[src/frm_pkg.sv]
// frame rate monitor shared types and constants
// no dependencies; imported by the top level, the event engine, the checker and the bench

package frm_pkg;

  localparam int CFG_W      = 32;
  localparam int PERIOD_W   = 48;
  localparam int AVG_W      = 56;
  localparam int RATE_W     = 48;
  localparam int FRAC_BITS  = 8;
  localparam int RATE_SHIFT = 16;
  localparam int RES_DATA_W = RATE_W + AVG_W + PERIOD_W;

  localparam logic [CFG_W-1:0] WIN_RESET = 32'd1000000;

  // event kinds carried on tuser
  localparam logic OP_START = 1'b0;
  localparam logic OP_END   = 1'b1;

  typedef struct packed {
    logic                window_closed;
    logic [RATE_W-1:0]   rate_q8;
    logic [AVG_W-1:0]    average_period_q8;
    logic [PERIOD_W-1:0] frame_period;
  } result_t;

endpackage

[src/frame_rate_monitor.sv]
// frame rate monitor top level: input queue, event engine, result register
// uses frm_pkg, frm_queue and frm_back
//
// usage
//   slave stream carries one event per beat: tuser is the kind (0 frame start,
//   1 frame end), tdata holds the timestamp. master stream returns one beat per
//   event with the last frame period, the window average period (q8) and the
//   rate (window length over average, q8); tuser flags a closed window.
//   cfg_we/cfg_wdata write the window length (reset 1000000 ticks) while idle.
// event handling
//   one event at a time; a start beat passes the difference and accumulate steps,
//   an end beat also the window check, and the result register takes the beat once
//   free; only then is the next event taken. a window close or a new window length
//   runs the serial divider (one bit a cycle over max(TIME_WIDTH + 9, 57) bits) for
//   the average and, unless it is zero, the rate.
// reset
//   clears all accumulators, the cached average and rate, and both streams.
// stall
//   a two-beat queue keeps accepting while the result register waits;
//   s_tready drops once the queue is full.

module frame_rate_monitor import frm_pkg::*; #(
  parameter int TIME_WIDTH  = 48,
  parameter int COUNT_WIDTH = 32
) (
  input  logic                                clk,
  input  logic                                rst,
  input  logic                                s_tvalid,
  output logic                                s_tready,
  input  logic [((TIME_WIDTH+7)/8)*8-1:0]     s_tdata,   // timestamp
  input  logic                                s_tuser,   // op
  output logic                                m_tvalid,
  input  logic                                m_tready,
  output logic [RES_DATA_W-1:0]               m_tdata,   // frame_period, average_period_q8, rate_q8
  output logic                                m_tuser,   // window_closed
  input  logic                                cfg_we,
  input  logic [CFG_W-1:0]                    cfg_wdata
);

  localparam int EVW = TIME_WIDTH + 1;

  logic           q_full;
  logic           q_empty;
  logic           q_pop;
  logic [EVW-1:0] q_data;
  result_t        res;

  assign s_tready = !q_full;

  frm_queue #(
    .W     (EVW),
    .DEPTH (2)
  ) u_queue (
    .clk       (clk),
    .rst       (rst),
    .push      (s_tvalid),
    .push_data ({s_tuser, s_tdata[TIME_WIDTH-1:0]}),
    .full      (q_full),
    .pop       (q_pop),
    .pop_data  (q_data),
    .empty     (q_empty)
  );

  frm_back #(
    .TW (TIME_WIDTH),
    .CW (COUNT_WIDTH)
  ) u_back (
    .clk       (clk),
    .rst       (rst),
    .cfg_we    (cfg_we),
    .cfg_wdata (cfg_wdata),
    .ev_valid  (!q_empty),
    .ev_kind   (q_data[EVW-1]),
    .ev_stamp  (q_data[TIME_WIDTH-1:0]),
    .ev_pop    (q_pop),
    .res_valid (m_tvalid),
    .res_ready (m_tready),
    .res       (res)
  );

  assign m_tdata = {res.rate_q8, res.average_period_q8, res.frame_period};
  assign m_tuser = res.window_closed;

endmodule

[src/frm_queue.sv]
// small register fifo between the accepting front and the event engine
// depends on nothing outside this file

module frm_queue #(
  parameter int W     = 49,
  parameter int DEPTH = 2
) (
  input  logic         clk,
  input  logic         rst,
  input  logic         push,
  input  logic [W-1:0] push_data,
  output logic         full,
  input  logic         pop,
  output logic [W-1:0] pop_data,
  output logic         empty
);

  localparam int AW = (DEPTH > 1) ? $clog2(DEPTH) : 1;

  logic [W-1:0] slot [DEPTH];
  logic [AW-1:0] wr_ptr;
  logic [AW-1:0] rd_ptr;
  logic [AW:0]   count;

  assign full     = (count == (AW+1)'(DEPTH));
  assign empty    = (count == '0);
  assign pop_data = slot[rd_ptr];

  always_ff @(posedge clk) begin
    if (push && !full) begin
      slot[wr_ptr] <= push_data;
    end
  end

  always_ff @(posedge clk) begin
    if (rst) begin
      wr_ptr <= '0;
      rd_ptr <= '0;
      count  <= '0;
    end else begin
      if (push && !full) begin
        wr_ptr <= (wr_ptr == AW'(DEPTH-1)) ? '0 : wr_ptr + 1'b1;
      end
      if (pop && !empty) begin
        rd_ptr <= (rd_ptr == AW'(DEPTH-1)) ? '0 : rd_ptr + 1'b1;
      end
      case ({push && !full, pop && !empty})
        2'b10:   count <= count + 1'b1;
        2'b01:   count <= count - 1'b1;
        default: count <= count;
      endcase
    end
  end

endmodule

[src/frm_div.sv]
// serial restoring divider, one quotient bit per cycle
// depends on nothing outside this file

module frm_div #(
  parameter int QW  = 57,
  parameter int DVW = 56
) (
  input  logic           clk,
  input  logic           rst,
  input  logic           start,
  input  logic [QW-1:0]  dividend,
  input  logic [DVW-1:0] divisor,
  output logic           done,
  output logic [QW-1:0]  quotient
);

  localparam int CNTW = $clog2(QW);

  logic            busy;
  logic [CNTW-1:0] cnt;
  logic [DVW:0]    rem;
  logic [DVW-1:0]  dvs;
  logic [QW-1:0]   quo;

  logic [DVW:0] trial;
  logic         fits;

  // remainder stays below the divisor, so its top bit is always clear
  assign trial    = {rem[DVW-1:0], quo[QW-1]};
  assign fits     = (trial >= {1'b0, dvs});
  assign quotient = quo;

  always_ff @(posedge clk) begin
    if (rst) begin
      busy <= 1'b0;
      done <= 1'b0;
      cnt  <= '0;
    end else begin
      done <= 1'b0;
      if (start && !busy) begin
        busy <= 1'b1;
        cnt  <= '0;
      end else if (busy) begin
        cnt <= cnt + 1'b1;
        if (cnt == CNTW'(QW-1)) begin
          busy <= 1'b0;
          done <= 1'b1;
        end
      end
    end
  end

  always_ff @(posedge clk) begin
    if (start && !busy) begin
      rem <= '0;
      dvs <= divisor;
      quo <= dividend;
    end else if (busy) begin
      rem <= fits ? trial - {1'b0, dvs} : trial;
      quo <= {quo[QW-2:0], fits};
    end
  end

endmodule

[src/frm_back.sv]
// event engine: timestamp accumulators, window check, average and rate
// uses frm_pkg and frm_div; drives the result register

module frm_back import frm_pkg::*; #(
  parameter int TW = 48,
  parameter int CW = 32
) (
  input  logic             clk,
  input  logic             rst,
  input  logic             cfg_we,
  input  logic [CFG_W-1:0] cfg_wdata,
  input  logic             ev_valid,
  input  logic             ev_kind,
  input  logic [TW-1:0]    ev_stamp,
  output logic             ev_pop,
  output logic             res_valid,
  input  logic             res_ready,
  output result_t          res
);

  localparam int QW   = (TW + FRAC_BITS + 1 > AVG_W + 1) ? TW + FRAC_BITS + 1 : AVG_W + 1;
  localparam int CMPW = (TW + 1 > CFG_W) ? TW + 1 : CFG_W;

  typedef enum logic [3:0] {
    S_IDLE, S_DIFF, S_ACCUM, S_CHECK, S_AVG_GO, S_AVG, S_RATE_GO, S_RATE, S_EMIT
  } state_t;

  state_t state;

  logic             op;
  logic [TW-1:0]    stamp;
  logic [TW-1:0]    diff_start;
  logic [TW-1:0]    diff_end;
  logic [TW-1:0]    last_start;
  logic [TW-1:0]    last_end;
  logic [TW-1:0]    busy_sum;
  logic [TW-1:0]    idle_sum;
  logic [CW-1:0]    frame_count;
  logic [TW-1:0]    period_hold;
  logic [TW:0]      window_total;
  logic [CW-1:0]    window_count;
  logic [CFG_W-1:0] window_length;
  logic [AVG_W-1:0] avg_q;
  logic [RATE_W-1:0] rate_q;
  logic             dirty;
  logic             closed;

  logic [TW:0]       busy_add;
  logic [TW:0]       idle_add;
  logic [TW-1:0]     busy_next;
  logic [TW-1:0]     idle_next;
  logic [TW:0]       total;
  logic              close_hit;
  logic [TW+PERIOD_W-1:0] period_ext;

  logic              div_start;
  logic [QW-1:0]     div_dividend;
  logic [AVG_W-1:0]  div_divisor;
  logic              div_done;
  logic [QW-1:0]     div_quo;
  logic [AVG_W-1:0]  avg_sat;

  assign busy_add  = {1'b0, busy_sum} + {1'b0, diff_start};
  assign idle_add  = {1'b0, idle_sum} + {1'b0, diff_end};
  assign busy_next = busy_add[TW] ? '1 : busy_add[TW-1:0];
  assign idle_next = idle_add[TW] ? '1 : idle_add[TW-1:0];
  assign total     = {1'b0, busy_sum} + {1'b0, idle_sum};
  assign close_hit = (CMPW'(total) >= CMPW'(window_length));
  assign period_ext = {{PERIOD_W{1'b0}}, period_hold};

  assign ev_pop = (state == S_IDLE) && ev_valid;

  // average divides the q8 total by the count, rate divides window q16 by the average
  assign div_start    = (state == S_AVG_GO) || ((state == S_RATE_GO) && (avg_q != '0));
  assign div_dividend = (state == S_AVG_GO) ? QW'({window_total, {FRAC_BITS{1'b0}}})
                                            : QW'({window_length, {RATE_SHIFT{1'b0}}});
  assign div_divisor  = (state == S_AVG_GO)
                      ? ((window_count == '0) ? AVG_W'(1) : AVG_W'(window_count))
                      : avg_q;
  assign avg_sat      = (|div_quo[QW-1:AVG_W]) ? '1 : div_quo[AVG_W-1:0];

  frm_div #(
    .QW  (QW),
    .DVW (AVG_W)
  ) u_div (
    .clk      (clk),
    .rst      (rst),
    .start    (div_start),
    .dividend (div_dividend),
    .divisor  (div_divisor),
    .done     (div_done),
    .quotient (div_quo)
  );

  always_ff @(posedge clk) begin
    if (rst) begin
      state         <= S_IDLE;
      last_start    <= '0;
      last_end      <= '0;
      busy_sum      <= '0;
      idle_sum      <= '0;
      frame_count   <= '0;
      period_hold   <= '0;
      window_total  <= '0;
      window_count  <= '0;
      window_length <= WIN_RESET;
      avg_q         <= '0;
      rate_q        <= '0;
      dirty         <= 1'b0;
      closed        <= 1'b0;
      res_valid     <= 1'b0;
    end else begin
      // emit state loads the next beat itself when the current one leaves
      if (res_valid && res_ready && (state != S_EMIT)) begin
        res_valid <= 1'b0;
      end
      case (state)
        S_IDLE: begin
          if (ev_valid) begin
            op    <= ev_kind;
            stamp <= ev_stamp;
            state <= S_DIFF;
          end
        end
        S_DIFF: begin
          // differences wrap at the timestamp width
          diff_start <= stamp - last_start;
          diff_end   <= stamp - last_end;
          state      <= S_ACCUM;
        end
        S_ACCUM: begin
          case (op)
            OP_START: begin
              period_hold <= diff_start;
              idle_sum    <= idle_next;
              if (!(&frame_count)) begin
                frame_count <= frame_count + 1'b1;
              end
              last_start <= stamp;
              closed     <= 1'b0;
              state      <= dirty ? S_AVG_GO : S_EMIT;
            end
            OP_END: begin
              busy_sum <= busy_next;
              last_end <= stamp;
              state    <= S_CHECK;
            end
            default: state <= S_IDLE;
          endcase
        end
        S_CHECK: begin
          if (close_hit) begin
            window_total <= total;
            window_count <= frame_count;
            busy_sum     <= '0;
            idle_sum     <= '0;
            frame_count  <= '0;
            closed       <= 1'b1;
            state        <= S_AVG_GO;
          end else begin
            closed <= 1'b0;
            state  <= dirty ? S_AVG_GO : S_EMIT;
          end
        end
        S_AVG_GO: state <= S_AVG;
        S_AVG: begin
          if (div_done) begin
            avg_q <= avg_sat;
            state <= S_RATE_GO;
          end
        end
        S_RATE_GO: begin
          if (avg_q == '0) begin
            rate_q <= '0;
            dirty  <= 1'b0;
            state  <= S_EMIT;
          end else begin
            state <= S_RATE;
          end
        end
        S_RATE: begin
          if (div_done) begin
            rate_q <= div_quo[RATE_W-1:0];
            dirty  <= 1'b0;
            state  <= S_EMIT;
          end
        end
        S_EMIT: begin
          if (!res_valid || res_ready) begin
            res.window_closed     <= closed;
            res.rate_q8           <= rate_q;
            res.average_period_q8 <= avg_q;
            res.frame_period      <= period_ext[PERIOD_W-1:0];
            res_valid             <= 1'b1;
            state                 <= S_IDLE;
          end
        end
        default: state <= S_IDLE;
      endcase
      // a new window length invalidates the cached rate
      if (cfg_we) begin
        window_length <= cfg_wdata;
        dirty         <= 1'b1;
      end
    end
  end

endmodule

[config.mk]
export PLATFORM = sky130hd
export DESIGN_NAME = frame_rate_monitor
export DESIGN_NICKNAME = d
export VERILOG_FILES = /design/src/frm_pkg.sv /design/src/frame_rate_monitor.sv /design/src/frm_queue.sv /design/src/frm_div.sv /design/src/frm_back.sv
export SDC_FILE = /design/constraint.sdc
export NUM_CORES = 2
export LEC_CHECK = 0
export BUFFER_PORTS_ARGS = -buffer_cell sky130_fd_sc_hd__buf_2
export CAP_MARGIN = 25
export CORE_MARGIN = 4
export CORE_UTILIZATION = 35
export DETAILED_ROUTE_END_ITERATION = 12
export PLACE_DENSITY = 0.56
export SYNTH_ARGS = -nofsm -noshare
export SYNTH_HDL_FRONTEND = slang
export SYNTH_SLANG_ARGS = --single-unit
[constraint.sdc]
create_clock -name clk -period 46.6 [get_ports clk]
set_input_delay 13.98 -clock clk [delete_from_list [all_inputs] [get_ports clk]]
set_output_delay 13.98 -clock clk [all_outputs]
set_load 0.01 [all_outputs]
[After elaboration in Yosys (flattened, before gate mapping)]
Memories as Yosys holds them, arrays and structs flattened. A register that Yosys moved wholly into a read port is not among the register bits.
Cells that the tools add are included.
Word-level totals
  bits in registers: 926
  memory bits (writable): 98
  word-level logic and storage cells: 162
  memories kept: 1
Cells by class
  add/sub/neg operators: 12
  order comparisons: 2
  equal/unequal tests: 24
  mux-type cells: 49
  bitwise operators: 4
  reductions and logical operators: 40
Memory list
  u_queue.slot: words 2, bits a word 49, read ports 1, clocked after memory_dff 1, wr ports 1, line frm_queue.sv:20  | logic [W-1:0] slot [DEPTH];
Operators by type and width (count)
  two-way mux 48 bit: 7
  one-hot mux 48 bit (2 select lines): 3
  two-way mux 57 bit: 3
  two-way mux 56 bit: 3
  adder 48 x 48 -> 49 bit: 3
  two-way mux 32 bit: 4
  subtractor 48 bit: 2
  one-hot mux 32 bit (2 select lines): 1
  greater-or-equal comparator 57 x 56 -> 1 bit: 1
  zero test 56 bit: 1
  nonzero test 56 bit: 1
  subtractor 56 bit: 1
  greater-or-equal comparator 49 x 32 -> 1 bit: 1
  one-hot mux 4 bit (9 select lines): 1
  adder 32 x 1 -> 32 bit (second input constant): 1
  zero test 32 bit: 1
  AND reduction 32 bit: 1
  two-way mux 4 bit: 7
  AND reduction 3 bit: 6
  equality test 4 x 3 -> 1 bit (second input constant): 4
  two-way mux 1 bit: 16
  inequality test 2 bit (second input constant): 6
  AND reduction 2 bit: 6
  equality test 4 x 2 -> 1 bit (second input constant): 2
  other kinds (26): 49

[Logic depth before layout (Yosys ltp)]
  depth after elaboration: 6
  gate-level depth with buffers: 27
  mapped depth without buffers: 24

[Modules after synthesis]
Synthesis repeated with hierarchy kept, for this count alone.
Second synthesis, totals
  cell total of the unflattened synthesis: 5852
  area, all modules: 55335.6 µm²
Modules (own cells, without submodules)
  frm_back: times used 1, cells an instance 4668, area an instance 41473.5 µm²
  frm_div: times used 1, cells an instance 1004, area an instance 10108.4 µm²
  frm_queue: times used 1, cells an instance 178, area an instance 3746.1 µm²
  frame_rate_monitor: times used 1, cells an instance 2, area an instance 7.5 µm²

[Least setup slack after synthesis]
OpenSTA, ideal clock, no wires.
  path kind: input -> register
  from: input port rst
  to: register, netlist name u_back.res[0]
  library setup time: 0.854 ns
  data arrival time: 24.939 ns
  required time: 45.746 ns
  setup slack: 20.808 ns
  cell stages on the path: 4
  path buffers: 3
  cells stage by stage: clkbuf_1 -> clkbuf_1 -> clkbuf_1 -> nor3_1
On the way
  word-level cells in the longest chain between the ends: 2
Ends and longest elaborated chain
  start, declared: line frame_rate_monitor.sv:27  | input logic rst,
  inverter 1 bit (no source line)
  AND reduction 3 bit (no source line)
Every way passes these cells.
A chain may end at the register's enable or synchronous reset.

[Worst setup path after layout]
  from: input port rst
  to: register, netlist name u_back.res[44]
On the way
  word-level cells in the longest chain between the ends: 2
Ends and longest elaborated chain
  inverter 1 bit (no source line)
  AND reduction 3 bit (no source line)
Every way passes these cells.

==> metrics.md <==
| Metric | Value |
|---|---|
| Starting Density | a little over a third |
| CTS resizes | 0 |
| FP Rows | 145 |
| RR Startpoint | u_back.busy_sum[0] |
| Initial DRC count | 3,312 |
| Placed cell count | 7,773 |
| Clock sinks | roughly 1,100 |
| Initial antenna violation count | 7 |
| Combinational power share | 24.5% |
| Tmin final | 15.89 ns |
| Cells after synthesis | 5,687 |
| Commonest cells in the netlist | nand2_1, dfxtp_1, nor2_1, a21oi_1, edfxtp_1 |
| Top-count cell post-synth | nand2_1 |
| DR vias/cell | between 5 and 6 |
| Clock Power Share | 34.4% |
| Worst ir drop on vdd | 0.0335 mV |
| Worst Skew | 0.0353 ns |
| Residual DRC | 0 |
| Tcrit/Tclk final | about a third |
| TritonCTS clock tree | built |
| WP buf/inv | 3 |
| Nets | 6,259 |
| Clk slew on worst S/H paths | ~0.060 ns |
| Worst skew pair latency | 0.76 ns |
| WL final | about 150,000 um |
| Dominant cells by area after synthesis | edfxtp_1, dfxtp_1, ha_1, a21oi_1, nand2_1 |
| Die W | between 400 and 500 um |
| Layout cells sized above 1 | 9.86% |
| Power density cells | 45.3 nW/um^2 |
| Sequential share of power | 41.1% |
| Crit path launch | rst |
| Netlist Area Pre-Place | 54,900 sq um |
| HPWL after DPL | between 100,000 and 150,000 um |
| Top cell type by total area after synthesis | edfxtp_1 |
| Seq/Total Area, Yosys | 48.4% |
| Slowest Stage Delay on Critical Path | 0.80 ns |
| Layout area overhead | 13.4% |
| Htree depth | 3 |
| First-pass DRT Iterations | 5 |
| Switching Share | 31.2% |
| Count of cell types in the netlist | 86 |
| Switching power | 0.000878 W |
| Most used cell, CP | buf_4 |
| Boundary pin count | 241 |
| Routability Congestion | between 0.9 and 1 |
| Setup TNS | 0 ns |
| Crit Path Category | primary input to register |
| CP Capture Type | register |
| First-pass GRT wire length | about 240,000 um |
| GRT Total Usage | a little under a fifth |
| Antenna Nets Post-Route | 0 |
| Int Pwr | 0.00194 W |
| Maximum number of pins on one net before global-route repair | 106 |
| Post-Syn Area per Cell | 9.65 sq um |
| Worst slew pin tran | 1.05 ns |
| Worst reg2reg endpoint | u_back.window_count[21] |
| Max-Cap Viols | 0 |
| Post-synth EDFFs | 509 |
| Post-CTS setup buffer count | 0 |
| FMAX | 0.0629 GHz |
| Worst r2r path cells | 25 |
| I/O Buffers | 240 |
| Status | finished, final reports clean |
| Async SR Flop Fraction | 0% |
| Synth Flop Type | dfxtp_1 |
| Leakage | 24.7 nW |
| Worst relative slew slack | 29.2% |
| Worst path required time | 46.96 ns |
| Root buf cell | clkbuf_16 |
| Vias in the first global route | approximately 40,000 |
| Cells along the critical path | buf_8, nor3_2, buf_4, buf_4 |
| Die area | 163,000 sq um |
| Gr ovfl total | 0 |
| Dominant delay contributor by cell family on the critical path | buffers and inverters |
| R2R Setup Slk | 39.10 ns |
| YS warnings | 0 |
| Yosys reg bits | about 1,100 |
| DR vias | between 40,000 and 50,000 |
| Hold Crit Class | register to register |
| Worst setup SP type | primary input |
| Post-Layout Cell Count | 8,005 |
| Arrival time worst endpoint | 16.25 ns |
| RSZ-0062 raised after global routing | no |
| CTS buffer count | 118 |
| Hold-fix buffers at CTS | 0 |
| WP depth | 4 |
| CP Max Fanout | 83 |
| Slew Limit Fails | 0 |
| Die height | 404 um |
| Worst setup endpoint | u_back.res[44] |
| Top cell type's share of synthesized area | between 20% and 30% |
| Post-Syn Nets | 6,109 |
| Final setup vio count | 0 |
| Slowest CP cell | buf_4 |
| DR WL/cell | roughly 19 um |
| Layout Utilization | 39.9% |
| Max Root-Sink Buffers | 3 |
| Hold Fails Final Rpt | 0 |
| Core ar. | 156,000 sq um |
==> sequential cells by signal, indices dropped and copies added, names as in the netlist, 4 cells and up <==
register	cells
u_back.last_end	48
u_back.u_div.rem	56
u_queue.slot	98
u_back.diff_end	48
u_back.stamp	48
u_back.u_div.cnt	6
u_back.u_div.dvs	56
u_back.rate_q	48
u_back.state	4
u_back.res	153
u_back.diff_start	48
u_back.avg_q	56
u_back.frame_count	32
u_back.period_hold	48
u_back.idle_sum	48
u_back.window_total	49
u_back.busy_sum	48
u_back.u_div.quotient	57
u_back.last_start	48
u_back.window_length	32
u_back.window_count	32
==> worst min-delay path by stage <==
stage / from / slack [ns] / cells past startpoint / endpoint
finish: u_back.rate_q[29] / 0.41 / 0 / u_back.res[133]
global placement: u_back.rate_q[29] / 0.42 / 0 / u_back.res[133]
global route: u_back.period_hold[0] / 0.44 / 0 / u_back.res[0]
floorplan: u_back.period_hold[0] / 0.41 / 0 / u_back.res[0]
CTS: u_back.rate_q[29] / 0.41 / 0 / u_back.res[133]
detailed placement: u_back.rate_q[29] / 0.42 / 0 / u_back.res[133]
==> final cells by class <==
type,instances,area [sq um]
sequential,1073,26600
fill,15476,93800
tap,2058,2570
timing repair buffer,288,1650
multi-input combinational,4079,26300
clock inverter,61,769
antenna,5,12.5
inverter,277,1040
clock buffer,164,3310
==> per-stage QoR <==
step	hold slack [ns]	worst slack, ns	cell area, sq um	power [W]
finish	0.411	30.71	62200	0.00282
global route	0.439	30.57	62200	0.00297
CTS	0.410	30.71	62100	0.00284
detailed placement	0.418	29.90	58100	0.00186
global placement	0.418	29.95	58000	0.00185
floorplan	0.408	20.81	54900	0.00168
==> cells by family (layout without fill, tap and decap cells) <==
| logic type | count (synthesis) | after routing | synth area share, % |
|---|---|---|---|
| other | 0 | 5 | 0 |
| AND/OR/NAND/NOR | 1807 | 1807 | 14.9 |
| AO/OA/AOI/OAI | 1521 | 1521 | 18.0 |
| buffers and inverters | 535 | 790 | 3.87 |
| XOR/XNOR | 250 | 250 | 3.99 |
| adder cells (fa/ha/maj) | 336 | 336 | 7.75 |
| flip-flops | 1073 | 1073 | 48.4 |
| multiplexers | 165 | 165 | 3.13 |
==> power groups by stage <==
stage	clock network [W]	logic (W)	registers (W)
after detailed placement	0	0.000683	0.00118
final	0.000969	0.000691	0.00116
after global placement	0	0.000675	0.00118
after global routing	0.00103	0.000774	0.00116
after floorplan	0	0.000530	0.00115
after CTS	0.000994	0.000688	0.00116
==> cells in the final DEF (no fill, tap or decap), types with 60 or more instances in the layout <==
master,instances
a21oi_1,540
edfxtp_1,509
buf_2,239
nand4_1,62
nand3_1,75
inv_1,275
nor2_1,558
o2bb2ai_1,81
mux2i_1,112
xnor2_1,153
ha_1,330
a22o_1,60
nor3_1,163
a21o_1,192
o21ai_0,212
dfxtp_1,562
clkbuf_16,121
xor2_1,97
nand2_1,626
==> per-layer routing <==
metal	track usage (%)	vias to the layer above	share of wire, %
met5	0	-	0.014
met4	5.70	4	3.0
met3	3.27	224	5.4
met2	28.4	1057	44
met1	25.8	19899	48
li1	-	20862	-
Note: power is estimated with default switching activity, not from simulation.
